### config.mk
export PLATFORM = sky130hd
export DESIGN_NAME = rgb_to_hsv_pixel_flat
export DESIGN_NICKNAME = d
export VERILOG_FILES = /design/src/rtl/rth_pkg.sv /design/src/rtl/rth_if.sv /design/src/rtl/rth_front.sv /design/src/rtl/rth_cell.sv /design/src/rtl/rgb_to_hsv_pixel.sv /design/src/flat_wrapper.sv
export SDC_FILE = /design/constraint.sdc
export NUM_CORES = 1
export LEC_CHECK = 0
export BUFFER_PORTS_ARGS = -buffer_cell sky130_fd_sc_hd__buf_2
export CORE_MARGIN = 3
export CORE_UTILIZATION = 40
export DETAILED_ROUTE_END_ITERATION = 10
export PLACE_DENSITY = 0.56
export SYNTH_ARGS = -nofsm -noshare
export SYNTH_HDL_FRONTEND = slang
export SYNTH_SLANG_ARGS = --single-unit
### constraint.sdc
create_clock -name clock -period 18.7 [get_ports clock]
set_input_delay 3.74 -clock clock [delete_from_list [all_inputs] [get_ports clock]]
set_output_delay 3.74 -clock clock [all_outputs]
set_load 0.02 [all_outputs]
### src/rtl/rth_pkg.sv
// Package with the shared constants and stage record of the pixel colour-space converter.
`timescale 1ns / 1ps
`default_nettype none
package rth_pkg;
   localparam int unsigned CHAN_W     = 8;
   localparam int unsigned QUOT_W     = 8;
   localparam int unsigned REM_W      = 17;
   localparam int unsigned HDIV_W     = CHAN_W + 1;
   localparam int unsigned HUE_SECTOR = 60;
   localparam int unsigned HUE_GREEN  = 120;
   localparam int unsigned HUE_BLUE   = 240;
   localparam int unsigned HUE_FULL   = 360;
   localparam int unsigned SAT_SCALE  = 255;

   typedef struct packed {
      logic                valid;
      logic [REM_W-1:0]    rem_sat;
      logic [CHAN_W-1:0]   div_sat;
      logic [QUOT_W-1:0]   quo_sat;
      logic [REM_W-1:0]    rem_hue;
      logic [HDIV_W-1:0]   div_hue;
      logic [QUOT_W-1:0]   quo_hue;
      logic [CHAN_W-1:0]   bright;
   } stage_type;
endpackage
`default_nettype wire

### src/rtl/rth_if.sv
// Interfaces for the pixel request and result channels.
`timescale 1ns / 1ps
`default_nettype none
interface rth_req_if;
   logic       valid;
   logic       ready;
   logic [7:0] blue;
   logic [7:0] green;
   logic [7:0] red;
   modport source (output valid, blue, green, red, input ready);
   modport sink (input valid, blue, green, red, output ready);
endinterface

interface rth_rsp_if;
   logic       valid;
   logic       ready;
   logic [7:0] hue_half;
   logic [7:0] saturation;
   logic [7:0] brightness;
   modport source (output valid, hue_half, saturation, brightness, input ready);
   modport sink (input valid, hue_half, saturation, brightness, output ready);
endinterface
`default_nettype wire

### src/rtl/rth_front.sv
// Front stage: channel extremes and the dividends and divisors for both quotients.
`timescale 1ns / 1ps
`default_nettype none
module rth_front import rth_pkg::*; (
   input  wire logic              clock,
   input  wire logic              reset,
   input  wire logic              advance,
   input  wire logic              in_valid,
   input  wire logic [CHAN_W-1:0] blue,
   input  wire logic [CHAN_W-1:0] green,
   input  wire logic [CHAN_W-1:0] red,
   output stage_type              out_ff
);
   logic [CHAN_W-1:0] mx;
   logic [CHAN_W-1:0] mn;
   logic [CHAN_W-1:0] dif;
   logic signed [19:0] diff_s;
   logic signed [19:0] num;
   logic [15:0]        sat_num;
   stage_type          out_in;

   always_comb begin
      mx = blue;
      if (green > mx) mx = green;
      if (red > mx) mx = red;
      mn = blue;
      if (green < mn) mn = green;
      if (red < mn) mn = red;
      dif = mx - mn;
      if (mx == red) begin
         diff_s = $signed({12'd0, green}) - $signed({12'd0, blue});
         num    = diff_s * 20'(HUE_SECTOR);
         if (num < 0) num = num + $signed(20'(HUE_FULL) * {12'd0, dif});
      end else if (mx == green) begin
         diff_s = $signed({12'd0, blue}) - $signed({12'd0, red});
         num    = $signed(20'(HUE_GREEN) * {12'd0, dif}) + diff_s * 20'(HUE_SECTOR);
      end else begin
         diff_s = $signed({12'd0, red}) - $signed({12'd0, green});
         num    = $signed(20'(HUE_BLUE) * {12'd0, dif}) + diff_s * 20'(HUE_SECTOR);
      end
      if (num < 0 || dif == '0) num = '0;
      sat_num = 16'(16'({8'd0, dif}) * 16'(SAT_SCALE));

      out_in.valid   = in_valid;
      out_in.rem_sat = REM_W'(sat_num);
      out_in.div_sat = (mx == '0) ? CHAN_W'(1) : mx;
      out_in.quo_sat = '0;
      out_in.rem_hue = num[REM_W-1:0];
      out_in.div_hue = (dif == '0) ? HDIV_W'(1) : {dif, 1'b0};
      out_in.quo_hue = '0;
      out_in.bright  = mx;
   end

   always_ff @(posedge clock) begin
      if (reset) begin
         out_ff.valid <= 1'b0;
      end else if (advance) begin
         out_ff.valid <= out_in.valid;
      end
      if (advance) begin
         out_ff.rem_sat <= out_in.rem_sat;
         out_ff.div_sat <= out_in.div_sat;
         out_ff.quo_sat <= out_in.quo_sat;
         out_ff.rem_hue <= out_in.rem_hue;
         out_ff.div_hue <= out_in.div_hue;
         out_ff.quo_hue <= out_in.quo_hue;
         out_ff.bright  <= out_in.bright;
      end
   end
endmodule
`default_nettype wire

### src/rtl/rth_cell.sv
// Division cell: settles one quotient bit of both the saturation and the hue quotient.
`timescale 1ns / 1ps
`default_nettype none
module rth_cell import rth_pkg::*; #(
   parameter int unsigned BIT = 0
) (
   input  wire logic clock,
   input  wire logic reset,
   input  wire logic advance,
   input  stage_type in_st,
   output stage_type out_ff
);
   logic [REM_W:0] sub_sat;
   logic [REM_W:0] sub_hue;
   stage_type      out_in;

   always_comb begin
      sub_sat = (REM_W+1)'(in_st.div_sat) << BIT;
      sub_hue = (REM_W+1)'(in_st.div_hue) << BIT;
      out_in  = in_st;
      if ({1'b0, in_st.rem_sat} >= sub_sat) begin
         out_in.rem_sat      = in_st.rem_sat - sub_sat[REM_W-1:0];
         out_in.quo_sat[BIT] = 1'b1;
      end
      if ({1'b0, in_st.rem_hue} >= sub_hue) begin
         out_in.rem_hue      = in_st.rem_hue - sub_hue[REM_W-1:0];
         out_in.quo_hue[BIT] = 1'b1;
      end
   end

   always_ff @(posedge clock) begin
      if (reset) begin
         out_ff.valid <= 1'b0;
      end else if (advance) begin
         out_ff.valid <= out_in.valid;
      end
      if (advance) begin
         out_ff.rem_sat <= out_in.rem_sat;
         out_ff.div_sat <= out_in.div_sat;
         out_ff.quo_sat <= out_in.quo_sat;
         out_ff.rem_hue <= out_in.rem_hue;
         out_ff.div_hue <= out_in.div_hue;
         out_ff.quo_hue <= out_in.quo_hue;
         out_ff.bright  <= out_in.bright;
      end
   end
endmodule
`default_nettype wire

### src/rtl/rgb_to_hsv_pixel.sv
// Top level of the pixel converter from blue, green and red to hue, saturation and value.
`timescale 1ns / 1ps
`default_nettype none
// One pixel is taken in every cycle while the row advances: a front stage finds the largest
// and smallest channel and forms both dividends, then a row of eight identical cells each
// settles one quotient bit of saturation and of hue, each in its own register. The whole
// row advances together and halts only while a finished result waits to be taken.
module rgb_to_hsv_pixel import rth_pkg::*; (
   input wire logic clock,
   input wire logic reset,
   rth_req_if.sink   req_chan,
   rth_rsp_if.source rsp_chan
);
   stage_type chain [0:QUOT_W];
   logic      advance;

   assign advance        = !chain[QUOT_W].valid || rsp_chan.ready;
   assign req_chan.ready = advance;

   rth_front u_front (
      .clock    (clock),
      .reset    (reset),
      .advance  (advance),
      .in_valid (req_chan.valid),
      .blue     (req_chan.blue),
      .green    (req_chan.green),
      .red      (req_chan.red),
      .out_ff   (chain[0])
   );

   for (genvar i = 0; i < QUOT_W; i++) begin : g_cell
      rth_cell #(.BIT(QUOT_W - 1 - i)) u_cell (
         .clock   (clock),
         .reset   (reset),
         .advance (advance),
         .in_st   (chain[i]),
         .out_ff  (chain[i+1])
      );
   end

   assign rsp_chan.valid      = chain[QUOT_W].valid;
   assign rsp_chan.hue_half   = chain[QUOT_W].quo_hue;
   assign rsp_chan.saturation = chain[QUOT_W].quo_sat;
   assign rsp_chan.brightness = chain[QUOT_W].bright;
endmodule
`default_nettype wire

### src/flat_wrapper.sv
// flat-port wrapper written by rule: the top's interface ports become plain ports
module rgb_to_hsv_pixel_flat import rth_pkg::*;
  (clock, reset, req_chan_valid, req_chan_blue, req_chan_green, req_chan_red, req_chan_ready, rsp_chan_valid, rsp_chan_hue_half, rsp_chan_saturation, rsp_chan_brightness, rsp_chan_ready);
  rth_req_if req_chan_i ();
  rth_rsp_if rsp_chan_i ();
  input wire logic clock;
  input wire logic reset;
  input wire logic [$bits(req_chan_i.valid)-1:0] req_chan_valid;
  input wire logic [$bits(req_chan_i.blue)-1:0] req_chan_blue;
  input wire logic [$bits(req_chan_i.green)-1:0] req_chan_green;
  input wire logic [$bits(req_chan_i.red)-1:0] req_chan_red;
  output wire logic [$bits(req_chan_i.ready)-1:0] req_chan_ready;
  output wire logic [$bits(rsp_chan_i.valid)-1:0] rsp_chan_valid;
  output wire logic [$bits(rsp_chan_i.hue_half)-1:0] rsp_chan_hue_half;
  output wire logic [$bits(rsp_chan_i.saturation)-1:0] rsp_chan_saturation;
  output wire logic [$bits(rsp_chan_i.brightness)-1:0] rsp_chan_brightness;
  input wire logic [$bits(rsp_chan_i.ready)-1:0] rsp_chan_ready;
  assign req_chan_i.valid = req_chan_valid;
  assign req_chan_i.blue = req_chan_blue;
  assign req_chan_i.green = req_chan_green;
  assign req_chan_i.red = req_chan_red;
  assign req_chan_ready = req_chan_i.ready;
  assign rsp_chan_valid = rsp_chan_i.valid;
  assign rsp_chan_hue_half = rsp_chan_i.hue_half;
  assign rsp_chan_saturation = rsp_chan_i.saturation;
  assign rsp_chan_brightness = rsp_chan_i.brightness;
  assign rsp_chan_i.ready = rsp_chan_ready;
  rgb_to_hsv_pixel u_core (.clock(clock), .reset(reset), .req_chan(req_chan_i), .rsp_chan(rsp_chan_i));
endmodule
; Word level (Yosys, flattened, before mapping)
; Index checks and enable logic that the tools add are counted.
; W data, S select, Z words.
[word_totals]
ff_bits = 560
out_inout_bits = 26
[op_classes]
add_sub_neg = 21
multipliers = 7
n_lt_le_gt_ge = 22
eq_ne = 2
n_mux = 22
reduce_logical = 5
[op_table]
columns = operator, count
row1 = $mux W17, 13
row2 = $mul A20 B4 Y18 const B, 3
row3 = $mux W20, 3
row4 = $lt A20 B1 Y1 const B, 2
row5 = $ge A17 B10 Y1, 2
row6 = $ge A17 B11 Y1, 2
row7 = $ge A17 B12 Y1, 2
row8 = $ge A17 B13 Y1, 2
row9 = $ge A17 B14 Y1, 2
row10 = $ge A17 B9 Y1, 2
row11 = $sub A17 B10 Y17, 2
row12 = $sub A17 B11 Y17, 2
row13 = $sub A17 B12 Y17, 2
row14 = $sub A17 B13 Y17, 2
row15 = $sub A17 B14 Y17, 2
row16 = $mux W8, 4
row17 = $sub A8 B8 Y9, 3
row18 = $mul A4 B8 Y12 const A, 2
row19 = $add A15 B20 Y20, 1
row20 = $add A16 B20 Y20, 1
row21 = $add A20 B18 Y20, 1
row22 = $ge A17 B15 Y1, 1
row23 = $ge A17 B16 Y1, 1
row24 = $ge A17 B8 Y1, 1
row25 = 16 further kinds, 21

; Longest topological paths before layout
[logic_depth]
word_depth = 11
ltp_mapped = 51
mapped_depth_nobuf = 47

; Hierarchy
; A second synthesis with hierarchy kept.
[hier_totals]
hier_cells = 3436
hier_area_um2 = 40779.1
[modules_own_cells]
columns = module, n_inst, cells_per_inst, area_per_inst_um2, seq_area_each_um2
row1 = rth_front, 1, 1324, 11847.6, 1701.6
row2 = rth_cell (u_core.g_cell[6].u_cell), 1, 289, 3836.2, 2272.2
row3 = rth_cell (u_core.g_cell[7].u_cell), 1, 288, 3686.0, 2272.2
row4 = rth_cell (u_core.g_cell[5].u_cell), 1, 267, 3626.0, 2272.2
row5 = rth_cell (u_core.g_cell[3].u_cell), 1, 264, 3618.5, 2272.2
row6 = rth_cell (u_core.g_cell[4].u_cell), 1, 265, 3603.5, 2272.2
row7 = rth_cell (u_core.g_cell[2].u_cell), 1, 251, 3548.4, 2272.2
row8 = rth_cell (u_core.g_cell[1].u_cell), 1, 246, 3524.6, 2272.2
row9 = rth_cell (u_core.g_cell[0].u_cell), 1, 241, 3482.1, 2272.2
row10 = rgb_to_hsv_pixel, 1, 1, 6.3, 0.0

; Worst setup path before layout
; No wires, ideal clock.
[synth_path]
path_kind = in2reg
start = in rsp_chan_ready
end = reg u_core.g_cell[0].u_cell.out_ff[0] (netlist bit) (enable)
t_arrival_ns = 14.063
slack_ns = 0.315
path_stages = 3
cell_sequence = nor2b_1 clkbuf_1 clkinv_1
[synth_via]
elab_chain_cells = 1
[synth_rtl]
columns = item, line
row1 = from (decl), flat_wrapper.sv:17  ; input wire logic [$bits(rsp_chan_i.ready)-1:0] rsp_chan_ready;
row2 = $logic_or A1 B1 Y1, rgb_to_hsv_pixel.sv:17  ; assign advance = !chain[QUOT_W].valid || rsp_chan.ready;
row3 = named net req_chan_ready, flat_wrapper.sv:12  ; output wire logic [$bits(req_chan_i.ready)-1:0] req_chan_ready;
row4 = to (decl), rth_cell.sv:11  ; output stage_type out_ff
; The timed path passes the listed nets, and every way through them passes these cells.
; A chain may end at the register's enable or synchronous reset.

; Final worst setup path
[layout_path]
start = in req_chan_blue[2]
end = reg u_core.u_front.out_ff[36] (netlist bit), data pin
[layout_via]
elab_chain_cells = 11
word_cells_on_any_way = 28
[layout_rtl]
columns = item, line
row1 = from (decl), flat_wrapper.sv:9  ; input wire logic [$bits(req_chan_i.blue)-1:0] req_chan_blue;
row2 = $gt A8 B8 Y1, rth_front.sv:24  ; if (green > mx) mx = green;
row3 = $mux W8 (*), rth_front.sv:24
row4 = $gt A8 B8 Y1, rth_front.sv:25  ; if (red > mx) mx = red;
row5 = $mux W8 (*), rth_front.sv:25
row6 = named net u_core.u_front.mx[2], rth_front.sv:14  ; logic [CHAN_W-1:0] mx;
row7 = $sub A8 B8 Y8 (*), rth_front.sv:29  ; dif = mx - mn;
row8 = named net u_core.u_front.dif[3], rth_front.sv:16  ; logic [CHAN_W-1:0] dif;
row9 = $mul A4 B8 Y12 or $mul A6 B8 Y14 (tied branches), "rth_front.sv:36, rth_front.sv:39, rth_front.sv:33"
row10 = "$add A15 B20 Y20, or another cell as far along", rth_front.sv:36  ; num = $signed(20'(HUE_GREEN) * {12'd0, dif}) + diff_s * 20'(HUE_SECTOR);
row11 = "$mux W20, on equally long branches", "rth_front.sv:34, rth_front.sv:33"
row12 = $mux W20, rth_front.sv:30  ; if (mx == red) begin
row13 = $lt A20 B1 Y1, rth_front.sv:41  ; if (num < 0 || dif == '0) num = '0;
row14 = $logic_or A1 B1 Y1, rth_front.sv:41
row15 = to (decl), rth_front.sv:12  ; output stage_type out_ff
; The timed path passes the listed nets; every way through them passes the cells marked *.

==> impl_metrics.tcl <==
set metrics [dict create \
    status "complete, no violations" \
    io_buffer_count 53 \
    crit_cells 39 \
    cts_resized 0 \
    ys.flop_type "edfxtp_1" \
    io_pins 54 \
    track_usage_pct 14.9 \
    rr_startpoint "u_core.g_cell[4].u_cell.out_ff[51]" \
    relSlewSlack_pct 26.8 \
    grt_max_degree 205 \
    hold_viol 0 \
    grt_pass1_wl_um 109000 \
    syn_nets 3576 \
    ys_ff_latch 545 \
    synth_area_leaders "edfxtp_1 (47%), ha_1 (12%), fa_1 (6.1%)" \
    drive_gt1_share_pct 6.66 \
    cts.sinks 545 \
    avgViaCountPerCell 4.87 \
    cpMaxStageDelayCell "xor2_1" \
    slew_violations 0 \
    fmax_mhz 72.6 \
    whs_endpoint "u_core.g_cell[3].u_cell.out_ff[14]" \
    grt_pass1_vias 21800 \
    start_util_pct 40.5 \
    synth_top_area_cell "edfxtp_1" \
    cts_tree "yes" \
    coreArea_um2 85400 \
    hold_class "reg -> reg" \
    tns_ns 0 \
    cp_max_fo 20 \
    die-area_um2 90100 \
    gp_congestion 0.889 \
    fp.dieW_um 300 \
    min_period_ns 13.77 \
    routedWlPerCell_um 15.1 \
    period_share_pct 73.6 \
    arrival_ns 14.09 \
    maxCapViolCount 0 \
    synth_top_area_share_pct 46.5 \
    syn_to_final_growth_pct 9.59 \
    min_from "u_core.g_cell[2].u_cell.out_ff[14]" \
    holdBufCountCts 0 \
    antenna_found_initial 0 \
    synth.distinct_cells 88 \
    seq_area_frac_synth_pct 47.0 \
    clock-skew-final_ns 0.0232 \
    htreeDepth 2 \
    cp_common_cell "ha_1" \
    setup_viol 0 \
    drtIter0Drc 983 \
    crit_buf_inv 4 \
    fp-row-count 107 \
    vias 21300 \
    cp-start-kind "input pin" \
    drtPass1Iterations 5 \
    layout_commonest_cell "edfxtp_1" \
    fillers 8094 \
    drtAntennaViolNets 0 \
    fp.dieH_um 300 \
    route.detailed.drc 0 \
    wirelength_um 66000 \
    netlist_instances 3118 \
    clock_path_buffers 3 \
    cts_made_buffers 57 \
    netlist_area_um2 34600 \
    r2r_end "u_core.g_cell[5].u_cell.out_ff[74]" \
    worstSetupPathType "in -> reg" \
    postSynthAreaPerCell_um2 11.1 \
    reg2reg_slack_ns 14.58 \
    clkSlewWorstSetupHoldPaths_ns 0.06 \
    diodes 0 \
    crit_path_end_kind "flip-flop" \
    cp_top_family "compound AO/OA/AOI/OAI gates" \
    reg2reg_depth 15 \
    multi_input_comb_area_um2 16300 \
    layout_common_cells "edfxtp_1 (536), inv_1 (434), ha_1 (325)" \
    clk_latency_ns 0.61 \
    globalRouteOverflowTotal 0 \
    synth_edf_count 536 \
    async_flop_share_pct 0 \
    worstPathRequired_ns 19.02 \
    postCtsSetupBuffers 0 \
    fin_nets 3638 \
    tightest_slew_ns 1.09 \
    whs_path_depth 0 \
    dp_hpwl_um 51400 \
    worst_path_largest_cell_delay_ns 0.85 \
    cts_root_buf "clkbuf_16" \
    ys_warn_count 0 \
    rsz0062_at_grt "false" \
    regArea_um2 16300 \
]
-- synth_stat cells (all sizes together), types with 22 or more instances --
cell	count
nand2b	64
buf	37
ha	325
nor2	213
nor3	58
xnor2	171
a21o	84
o21ai	147
fa	105
nand3	37
edfxtp	536
xor2	86
clkbuf	31
o21bai	33
nor2b	55
a21boi	31
inv	435
nand2	170
a211oi	32
a21oi	228
nor4	22
-- metrics by stage --
step | area, um2 | hold slack (ns) | utilization, % | setup slack (ns) | cells
after floorplan | 34600 | 0.400 | - | 0.315 | 3118
after global placement | 36100 | 0.400 | 42.3 | 4.68 | 4265
after detailed placement | 36100 | 0.405 | 42.3 | 4.43 | 4265
after CTS | 37900 | 0.392 | 44.4 | 5.02 | 4371
after global routing | 37900 | 0.412 | 44.4 | 3.81 | 4371
final | 37900 | 0.401 | 44.4 | 4.93 | 4371
-- final cells by class --
type / instances / area share [%]
Tap cell: 1144 / 3.77
Clock inverter: 34 / 0.683
Clock buffer: 72 / 4.15
Timing Repair Buffer: 71 / 1.12
Inverter: 438 / 4.35
Sequential cell: 545 / 42.9
Multi-Input combinational cell: 2067 / 43.0
-- how the worst max path moves through the flow --
| stage | endpoint | slack [ns] | from |
|---|---|---|---|
| 2_1_floorplan | u_core.g_cell[0].u_cell.out_ff[0] | 0.32 | rsp_chan_ready |
| 3_3_place_gp | u_core.u_front.out_ff[36] | 4.68 | req_chan_blue[2] |
| 3_5_place_dp | u_core.u_front.out_ff[36] | 4.43 | req_chan_blue[2] |
| 4_1_cts | u_core.u_front.out_ff[36] | 5.02 | req_chan_blue[2] |
| 5_1_grt | u_core.u_front.out_ff[36] | 3.81 | req_chan_blue[2] |
| 6_report | u_core.u_front.out_ff[36] | 4.93 | req_chan_blue[2] |
-- cells by family after synthesis --
kind of cell / after synthesis / synth area share [%]
AOI/OAI and AO/OA: 647 / 11.9
xor gates and xnor gates: 257 / 6.57
adders and majority gates: 430 / 17.8
buffers and inverters: 506 / 5.89
DFF: 545 / 47.0
muxes: 18 / 0.542
and+or+nand+nor: 715 / 10.3
-- state kept, by name, indices dropped and copies added, names as in the netlist --
register,cells
u_core.g_cell.u_cell.out_ff,488
u_core.u_front.out_ff,57
-- per-layer routing --
| layer | vias up | share of wire [%] | track usage [%] |
|---|---|---|---|
| li1 | 11000 | - | - |
| met1 | 9893 | 44 | 18.4 |
| met2 | 259 | 50 | 27.1 |
| met3 | 91 | 3.2 | 1.96 |
| met4 | 0 | 3.0 | 4.75 |
| met5 | - | 0 | 0 |
Power is left out: the tool's default activity adds up to more than one toggle a clock period on the data nets, which glitch-free logic cannot reach.
